File: src/design/assert_macros.svh
// ----------------------------------------------------------------------------
// assert_macros.svh
// Assertion macros for the normalizer RTL. Define ASSERT_OFF to drop them.
// ----------------------------------------------------------------------------
`ifndef ASSERT_MACROS_SVH
`define ASSERT_MACROS_SVH

`ifndef ASSERT_OFF

// Check that prop holds at every rising clock edge outside reset.
`define LWN_ASSERT(label, clk, rst, prop) \
   label: assert property (@(posedge clk) disable iff (rst) (prop)) \
      else $error("lwn assertion failed");

// Check that cond never holds at a rising clock edge outside reset.
`define LWN_ASSERT_NEVER(label, clk, rst, cond) \
   label: assert property (@(posedge clk) disable iff (rst) !(cond)) \
      else $error("lwn forbidden condition seen");

`else

`define LWN_ASSERT(label, clk, rst, prop)
`define LWN_ASSERT_NEVER(label, clk, rst, cond)

`endif

`endif

File: src/design/lwn_pkg.sv
// ----------------------------------------------------------------------------
// lwn_pkg
// Types and character codes for the log line whitespace normalizer.
// ----------------------------------------------------------------------------
`timescale 1ns / 1ps

package lwn_pkg;

   localparam logic [7:0] CH_LF  = 8'h0A;
   localparam logic [7:0] CH_CR  = 8'h0D;
   localparam logic [7:0] CH_SP  = 8'h20;
   localparam logic [7:0] CH_TAB = 8'h09;

   typedef enum logic [1:0] {
      ST_IDLE,
      ST_SEP,
      ST_WS,
      ST_BYTE
   } lwn_state_type;

endpackage

File: src/design/lwn_if.sv
// ----------------------------------------------------------------------------
// lwn_if
// Valid/ready channels for raw log bytes and normalized result bytes.
// ----------------------------------------------------------------------------
`timescale 1ns / 1ps

interface lwn_req_if;
   logic       valid;
   logic       ready;
   logic [7:0] in_byte;
   logic       end_of_log;

   modport source (output valid, output in_byte, output end_of_log, input ready);
   modport sink   (input valid, input in_byte, input end_of_log, output ready);
endinterface

interface lwn_rsp_if;
   logic       valid;
   logic       ready;
   logic [7:0] out_byte;
   logic       last_of_run;
   logic       ws_overflow;

   modport source (output valid, output out_byte, output last_of_run,
                   output ws_overflow, input ready);
   modport sink   (input valid, input out_byte, input last_of_run,
                   input ws_overflow, output ready);
endinterface

File: src/design/log_line_whitespace_normalizer.sv
// ----------------------------------------------------------------------------
// log_line_whitespace_normalizer
// Strips leading and trailing blanks per line, drops empty lines, joins lines
// with one space and replays buffered inner blanks before the next visible byte.
// CR, LF, space and tab requests give no result. A visible byte gives a line
// separator if one is due, then its buffered blanks, then the byte itself;
// the blank replay counter emits one result per cycle while results are taken.
// A new request is taken only once the last result of the previous one is registered.
// Reset: synchronous, active high; clears line state and the blank buffer.
// ----------------------------------------------------------------------------
`timescale 1ns / 1ps
`include "assert_macros.svh"

module log_line_whitespace_normalizer #(
   parameter int WS_DEPTH = 16
) (
   input  logic       clock,
   input  logic       reset,
   lwn_req_if.sink    req,
   lwn_rsp_if.source  rsp
);

   import lwn_pkg::*;

   localparam int CW = $clog2(WS_DEPTH + 1);

   lwn_state_type         state_ff, state_in;
   logic                  inside_line_ff, inside_line_in;
   logic                  emitted_any_ff, emitted_any_in;
   logic [WS_DEPTH-1:0]   ws_kinds_ff, ws_kinds_in;
   logic [CW-1:0]         ws_count_ff, ws_count_in;
   logic                  ws_ovf_ff, ws_ovf_in;
   logic [7:0]            byte_ff, byte_in;
   logic                  eol_ff, eol_in;
   logic                  rsp_valid_ff, rsp_valid_in;
   logic [7:0]            rsp_byte_ff, rsp_byte_in;
   logic                  rsp_last_ff, rsp_last_in;
   logic                  rsp_ovf_ff, rsp_ovf_in;
   logic                  slot_free;
   logic                  accept;
   logic                  is_nl;
   logic                  is_ws;

   assign slot_free = !rsp_valid_ff || rsp.ready;
   assign req.ready = (state_ff == ST_IDLE);
   assign accept    = req.valid && req.ready;
   assign is_nl     = (req.in_byte == CH_LF) || (req.in_byte == CH_CR);
   assign is_ws     = (req.in_byte == CH_SP) || (req.in_byte == CH_TAB);

   assign rsp.valid       = rsp_valid_ff;
   assign rsp.out_byte    = rsp_byte_ff;
   assign rsp.last_of_run = rsp_last_ff;
   assign rsp.ws_overflow = rsp_ovf_ff;

   always_ff @(posedge clock) begin
      if (reset) begin
         state_ff       <= ST_IDLE;
         inside_line_ff <= 1'b0;
         emitted_any_ff <= 1'b0;
         ws_kinds_ff    <= '0;
         ws_count_ff    <= '0;
         ws_ovf_ff      <= 1'b0;
         rsp_valid_ff   <= 1'b0;
      end else begin
         state_ff       <= state_in;
         inside_line_ff <= inside_line_in;
         emitted_any_ff <= emitted_any_in;
         ws_kinds_ff    <= ws_kinds_in;
         ws_count_ff    <= ws_count_in;
         ws_ovf_ff      <= ws_ovf_in;
         rsp_valid_ff   <= rsp_valid_in;
      end
   end

   always_ff @(posedge clock) begin
      byte_ff     <= byte_in;
      eol_ff      <= eol_in;
      rsp_byte_ff <= rsp_byte_in;
      rsp_last_ff <= rsp_last_in;
      rsp_ovf_ff  <= rsp_ovf_in;
   end

   always_comb begin
      state_in       = state_ff;
      inside_line_in = inside_line_ff;
      emitted_any_in = emitted_any_ff;
      ws_kinds_in    = ws_kinds_ff;
      ws_count_in    = ws_count_ff;
      ws_ovf_in      = ws_ovf_ff;
      byte_in        = byte_ff;
      eol_in         = eol_ff;
      rsp_valid_in   = rsp_valid_ff && !rsp.ready;
      rsp_byte_in    = rsp_byte_ff;
      rsp_last_in    = rsp_last_ff;
      rsp_ovf_in     = rsp_ovf_ff;

      case (state_ff)
         ST_IDLE: begin
            if (accept) begin
               if (is_nl) begin
                  inside_line_in = 1'b0;
                  ws_kinds_in    = '0;
                  ws_count_in    = '0;
                  ws_ovf_in      = 1'b0;
               end else if (is_ws) begin
                  if (inside_line_ff) begin
                     if (ws_count_ff < CW'(WS_DEPTH)) begin
                        for (int i = 0; i < WS_DEPTH; i++) begin
                           if ((ws_count_ff == CW'(i)) && (req.in_byte == CH_TAB)) begin
                              ws_kinds_in[i] = 1'b1;
                           end
                        end
                        ws_count_in = ws_count_ff + CW'(1);
                     end else begin
                        ws_ovf_in = 1'b1;
                     end
                  end
               end else begin
                  byte_in        = req.in_byte;
                  eol_in         = req.end_of_log;
                  inside_line_in = 1'b1;
                  if (!inside_line_ff && emitted_any_ff) begin
                     state_in = ST_SEP;
                  end else if (inside_line_ff && (ws_count_ff != '0)) begin
                     state_in = ST_WS;
                  end else begin
                     state_in = ST_BYTE;
                  end
               end
               // end of log on a byte with no result: reset at once
               if (req.end_of_log && (is_nl || is_ws)) begin
                  inside_line_in = 1'b0;
                  emitted_any_in = 1'b0;
                  ws_kinds_in    = '0;
                  ws_count_in    = '0;
                  ws_ovf_in      = 1'b0;
               end
            end
         end
         ST_SEP: begin
            if (slot_free) begin
               rsp_valid_in = 1'b1;
               rsp_byte_in  = CH_SP;
               rsp_last_in  = 1'b0;
               rsp_ovf_in   = ws_ovf_ff;
               state_in     = ST_BYTE;
            end
         end
         ST_WS: begin
            if (slot_free) begin
               rsp_valid_in = 1'b1;
               rsp_byte_in  = ws_kinds_ff[0] ? CH_TAB : CH_SP;
               rsp_last_in  = 1'b0;
               rsp_ovf_in   = ws_ovf_ff;
               ws_kinds_in  = ws_kinds_ff >> 1;
               ws_count_in  = ws_count_ff - CW'(1);
               if (ws_count_ff == CW'(1)) begin
                  state_in = ST_BYTE;
               end
            end
         end
         ST_BYTE: begin
            if (slot_free) begin
               rsp_valid_in   = 1'b1;
               rsp_byte_in    = byte_ff;
               rsp_last_in    = 1'b1;
               rsp_ovf_in     = ws_ovf_ff;
               emitted_any_in = 1'b1;
               ws_kinds_in    = '0;
               ws_count_in    = '0;
               ws_ovf_in      = 1'b0;
               state_in       = ST_IDLE;
               if (eol_ff) begin
                  inside_line_in = 1'b0;
                  emitted_any_in = 1'b0;
               end
            end
         end
         default: begin
            state_in = ST_IDLE;
         end
      endcase
   end

   `LWN_ASSERT_NEVER(a_count_in_range, clock, reset, ws_count_ff > CW'(WS_DEPTH))
   `LWN_ASSERT_NEVER(a_replay_nonempty, clock, reset, (state_ff == ST_WS) && (ws_count_ff == '0))
   `LWN_ASSERT(a_ovf_only_when_full, clock, reset, ((state_ff == ST_IDLE) && ws_ovf_ff) |-> (ws_count_ff == CW'(WS_DEPTH)))
   `LWN_ASSERT(a_byte_ends_run, clock, reset, ((state_ff == ST_BYTE) && slot_free) |=> ((state_ff == ST_IDLE) && rsp_valid_ff && rsp_last_ff))

endmodule

File: src/flat_wrapper.sv
// flat-port wrapper written by rule: the top's interface ports become plain ports
module log_line_whitespace_normalizer_flat import lwn_pkg::*;
#(
   parameter int WS_DEPTH = 16
)
  (clock, reset, req_valid, req_in_byte, req_end_of_log, req_ready, rsp_valid, rsp_out_byte, rsp_last_of_run, rsp_ws_overflow, rsp_ready);
  lwn_req_if req_i ();
  lwn_rsp_if rsp_i ();
  input  logic clock;
  input  logic reset;
  input wire logic [$bits(req_i.valid)-1:0] req_valid;
  input wire logic [$bits(req_i.in_byte)-1:0] req_in_byte;
  input wire logic [$bits(req_i.end_of_log)-1:0] req_end_of_log;
  output wire logic [$bits(req_i.ready)-1:0] req_ready;
  output wire logic [$bits(rsp_i.valid)-1:0] rsp_valid;
  output wire logic [$bits(rsp_i.out_byte)-1:0] rsp_out_byte;
  output wire logic [$bits(rsp_i.last_of_run)-1:0] rsp_last_of_run;
  output wire logic [$bits(rsp_i.ws_overflow)-1:0] rsp_ws_overflow;
  input wire logic [$bits(rsp_i.ready)-1:0] rsp_ready;
  assign req_i.valid = req_valid;
  assign req_i.in_byte = req_in_byte;
  assign req_i.end_of_log = req_end_of_log;
  assign req_ready = req_i.ready;
  assign rsp_valid = rsp_i.valid;
  assign rsp_out_byte = rsp_i.out_byte;
  assign rsp_last_of_run = rsp_i.last_of_run;
  assign rsp_ws_overflow = rsp_i.ws_overflow;
  assign rsp_i.ready = rsp_ready;
  log_line_whitespace_normalizer #(.WS_DEPTH(WS_DEPTH)) u_core (.clock(clock), .reset(reset), .req(req_i), .rsp(rsp_i));
endmodule
File: config.mk
export PLATFORM = sky130hd
export DESIGN_NAME = log_line_whitespace_normalizer_flat
export DESIGN_NICKNAME = d
export VERILOG_FILES = /design/src/design/lwn_pkg.sv /design/src/design/lwn_if.sv /design/src/design/log_line_whitespace_normalizer.sv /design/src/flat_wrapper.sv
export VERILOG_INCLUDE_DIRS = /design/src /design/src/design
export SDC_FILE = /design/constraint.sdc
export NUM_CORES = 1
export LEC_CHECK = 0
export CAP_MARGIN = 20
export CORE_MARGIN = 4
export CORE_UTILIZATION = 59
export DETAILED_ROUTE_END_ITERATION = 6
export DONT_BUFFER_PORTS = 1
export MAX_ROUTING_LAYER = met4
export PLACE_DENSITY_LB_ADDON = 0.15
export SLEW_MARGIN = 30
export SYNTH_ARGS = -nofsm -noshare
export SYNTH_HDL_FRONTEND = slang
export SYNTH_SLANG_ARGS = --single-unit
File: constraint.sdc
create_clock -name clock -period 2.9 [get_ports clock]
set_input_delay 0.29 -clock clock [delete_from_list [all_inputs] [get_ports clock]]
set_output_delay 0.29 -clock clock [all_outputs]
set_load 0.05 [all_outputs]
# Word-level counts from Yosys, hierarchy flattened
# Index checks and enable logic that the tools add are counted.
# word_totals
out_inout_bits,12
word_cells,220
ff_bits,46
# classes
reduce_logical,62
n_mux,73
addsub,2
magnitude_cmp,1
bitwise_logic,2
n_eq_ne,53
# ops
cell,n
$mux 16,8
$reduce_and 8->1,16
$ne 4x4->1 const B,21
$pmux 16 s3,1
$eq 5x4->1 const B,8
$mux 5,8
$mux 1,37
$eq 8x4->1 const B,3
$mux 8,3
$pmux 8 s3,1
$logic_and 1x1->1,21
$eq 5x3->1 const B,4
$mux 2,8
$pmux 5 s3,1
$reduce_and 7->1,2
$ne 2x1->1 const B,6
$reduce_and 4->1,3
$eq 5x2->1 const B,2
$eq 8x6->1 const B,1
$ne 2x2->1 const B,4
$pmux 1 s2,4
$pmux 2 s4,1
$mux 6,1
$reduce_and 6->1,1
19 further kinds,28

# Longest topological paths before layout
# depth
ltp_word,10
mapped_depth,9
mapped_depth_nobuf,7

# Least setup slack after synthesis
# Ideal clock, no wire load.
# synth_timing
kind,flip-flop to flip-flop
from,reg u_core.state_ff[1]
to,reg u_core.ws_kinds_ff[12]
path_buffers,2
arrival_time_ps,2286
stages_incl_launch_ff,9
period_less_slack_ps,2409
path_slack_ps,491
path_cell_list,dfxtp_1 > inv_1 > ha_1 > clkbuf_1 > inv_1 > o31ai_2 > buf_2 > a211oi_2 > mux2i_1
# synth_between
elab_chain_cells,4
word_cells_on_any_way,14
cone_classes,9 x eq/ne; 1 x mux; 4 x reduce/logical
# synth_rtl
element,line,rtl
from (decl),log_line_whitespace_normalizer.sv:27,"lwn_state_type state_ff, state_in;"
from (signal assigned),log_line_whitespace_normalizer.sv:65,state_ff <= state_in;
$logic_not 2->1 (*),log_line_whitespace_normalizer.sv:45,assign req.ready = (state_ff == ST_IDLE);
named net req_ready,flat_wrapper.sv:14,output wire logic [$bits(req_i.ready)-1:0] req_ready;
$logic_and 1x1->1,log_line_whitespace_normalizer.sv:46,assign accept = req.valid && req.ready;
$ne 2x2->1 (no line),n/a,
$reduce_and 8->1 (no line),n/a,
to (signal assigned),log_line_whitespace_normalizer.sv:68,ws_kinds_ff <= ws_kinds_in;
to (decl),log_line_whitespace_normalizer.sv:30,"logic [WS_DEPTH-1:0] ws_kinds_ff, ws_kinds_in;"
# Mark *: on every way through the listed nets, which the timed path passes. The rest lies on a longest branch.
# A chain may end at the register's enable or synchronous reset.

# Worst setup path after layout
# layout_timing
from,reg u_core.state_ff[1]
to,reg u_core.ws_count_ff[4]
# layout_between
elab_chain_cells,4
word_cells_on_any_way,13
cone_classes,8 x eq/ne; 1 x mux; 4 x reduce/logical
# layout_rtl
element,line,rtl
$logic_not 2->1,"log_line_whitespace_normalizer.sv:45, log_line_whitespace_normalizer.sv:97",
$logic_and 1x1->1,log_line_whitespace_normalizer.sv:46,
$ne 2x2->1 (no line),n/a,
$reduce_and 7->1 (no line),n/a,
to (signal assigned),log_line_whitespace_normalizer.sv:69,ws_count_ff <= ws_count_in;
to (decl),log_line_whitespace_normalizer.sv:31,"logic [CW-1:0] ws_count_ff, ws_count_in;"
# Several ways; a longest one is shown, not always the timed one.

==> metrics.txt <==
crit start category=flop; syn avg cell area=9.01 µm²; fraction of final layout cells sized beyond drive strength 1=0.145; Post-synth EDFFs=19; DP HPWL=4580 µm; vias in the first global route=2281; PwrDens=1010 nW/µm²; Worst Hold Path Cells=1; dpl cell area=just under 3000 µm²; RSZ-0062 raised after global routing=no; WL final=~6600 µm; post-route ant nets=0; via/cell ratio=between 6 and 7; leakage=approximately 1.0 nW; GRT overflow=0; CTS clk-pin slew, worst paths=0.10 ns; total track usage=0.229; setup bufs post-CTS=0; WS Path Type=reg -> reg; # diodes=0; initial DRC count=184; synth top area cells=edfxtp_1, dfxtp_1, nand2_1, mux2i_1, a211oi_2; Final Max Tran Viols=0; DIE WIDTH=78.1 µm; asr flop ratio synth=0; pin count of the biggest net entering global routing=26; Net Count, Synth=345; nets@finish=339; first-pass GRT wire length=10800 µm; final worst path period share=0.789; Data arrival, critical path=2.51 ns; Mapped Area=2900 µm²; max_slew headroom=0.504; fin crit period=2.29 ns; Final Setup Violations=0; Seq/Total Area, Yosys=0.383; post-synthesis cell count=322; Synth top area share=0.197; clk_skew=just over 0.01 ns; H-tree lvl count=2; setup_tns=0 ns; # hold bufs at CTS=0; hold crit path type=in -> reg; largest buffer count on any clock path=2; Initial Utilization=0.610; Synth-to-Final Area Change=5.09%; initial antenna violation count=0; Finished Cell Area=3050 µm²; Fillers=between 400 and 500; hold slack=0.0396 ns; fmax=437 MHz; Synth cell types=58; PostCTS Resize Cnt=0; Yosys warning total=0; Critical Path RT=3.12 ns; first drt pass iteration count=5; Root Buffer=clkbuf_8; core area=4750 µm²; Worst Path Max Fanout=18; path depth of the worst reg2reg path=6; overall power=0.00308 W; TritonCTS clock tree=yes; chip height=78.1 µm; most frequent cells in the layout=nand2_1, dfxtp_1, edfxtp_1; #FFs+latches synth=46; Num CTS Buffers=5; Total Die Area=6100 µm²; GPL Wtd Cong=0.972; Slew @ Worst Pin=0.743 ns; ys flop type=dfxtp_1; crit path capture type=flop; Worst VDD drop=~0.46 mV; Routed WL per cell=17.1 µm; Rows=25; Clock Latency Late Sink=0.31 ns; status=completed; port bufs=0; DRC Markers=0; maxcap violations=0; Top-Level Pins=25; commonest non-fill, non-tap cell in the layout=nand2_1; clock sink count=between 40 and 50; Hold Fails Final Rpt=0; total number of vias=roughly 2.4k; area leader, netlist=edfxtp_1
cell usage after synthesis (8+ instances only):
cell and instances:
nand2_1 56, a31o_2 12, inv_1 14, dfxtp_1 27, ha_1 10, o21ai_0 9
clkbuf_1 17, a211oi_1 9, edfxtp_1 19, nand3_1 8, nor2_1 14, mux2i_1 17
a21oi_1 14, a211oi_2 10
stage by stage:
stage	utilization	setup slack [ns]	instances
5_1_grt	0.641	0.443	384
4_1_cts	0.641	0.650	384
2_1_floorplan	-	0.491	322
3_3_place_gp	0.622	0.627	376
3_5_place_dp	0.622	0.571	376
6_report	0.641	0.613	384
worst max-delay path: stages (launching register included):
cell and delay, ns:
dfxtp_1 0.37, inv_1 0.10, ha_1 0.51, inv_1 0.21, or3_1 0.55, and2_1 0.23, a211oi_1 0.22
layer usage:
metal	track usage	routed length [µm]	part of all wire	up-vias
li1	-	-	-	1178
met1	0.274	2840	0.43	1153
met2	0.377	3200	0.49	87
met3	0.0505	398	0.061	11
met4	0.0892	106	0.016	0
met5	-	0	0	-
registers in the layout, indices dropped and copies added, names as in the netlist, 2 cells and up:
name,count
u_core.state_ff,2
u_core.ws_count_ff,5
u_core.byte_ff,8
u_core.ws_kinds_ff,16
u_core.rsp.out_byte,8
power breakdown:
| group | switching (W) | internal, W | leakage, nW |
|---|---|---|---|
| Clock | 0.000246 | 0.000174 | 0.0447 |
| Sequential | 0.000386 | 0.000930 | 0.404 |
| Combinational | 0.000861 | 0.000482 | 0.567 |
| Total | 0.00149 | 0.00159 | 1.02 |
layout make-up:
class | count | area, µm² | share of cell area
tap | 67 | 83.8 | 0.0275
multi-input combinational | 240 | 1640 | 0.538
clock buffer | 5 | 68.8 | 0.0226
inverter | 14 | 52.6 | 0.0172
sequential | 46 | 1110 | 0.364
timing repair buffer | 9 | 67.6 | 0.0222
clock inverter | 3 | 25.0 | 0.00821
worst paths after layout:
kind	startpoint	to	slack, ns
worst max-delay path	u_core.state_ff[1]	u_core.ws_count_ff[4]	0.61
worst min-delay path	reset	u_core.state_ff[0]	0.04
worst max register to register	u_core.state_ff[1]	u_core.ws_count_ff[4]	0.61
worst min register to register	u_core.ws_ovf_ff	u_core.rsp.ws_overflow	0.46
logic make-up (layout without fill, tap and decap cells):
logic type / after synthesis / in the layout / share of synthesized area
XOR/XNOR: 1 / 1 / 0.00302
flip-flops: 46 / 46 / 0.383
AO/OA/AOI/OAI: 93 / 93 / 0.259
AND/OR/NAND/NOR: 119 / 119 / 0.201
adder cells (fa/ha/maj): 10 / 10 / 0.0431
multiplexers: 17 / 17 / 0.0586
buffers and inverters: 36 / 31 / 0.0517
(Power assumes the default switching activity.)
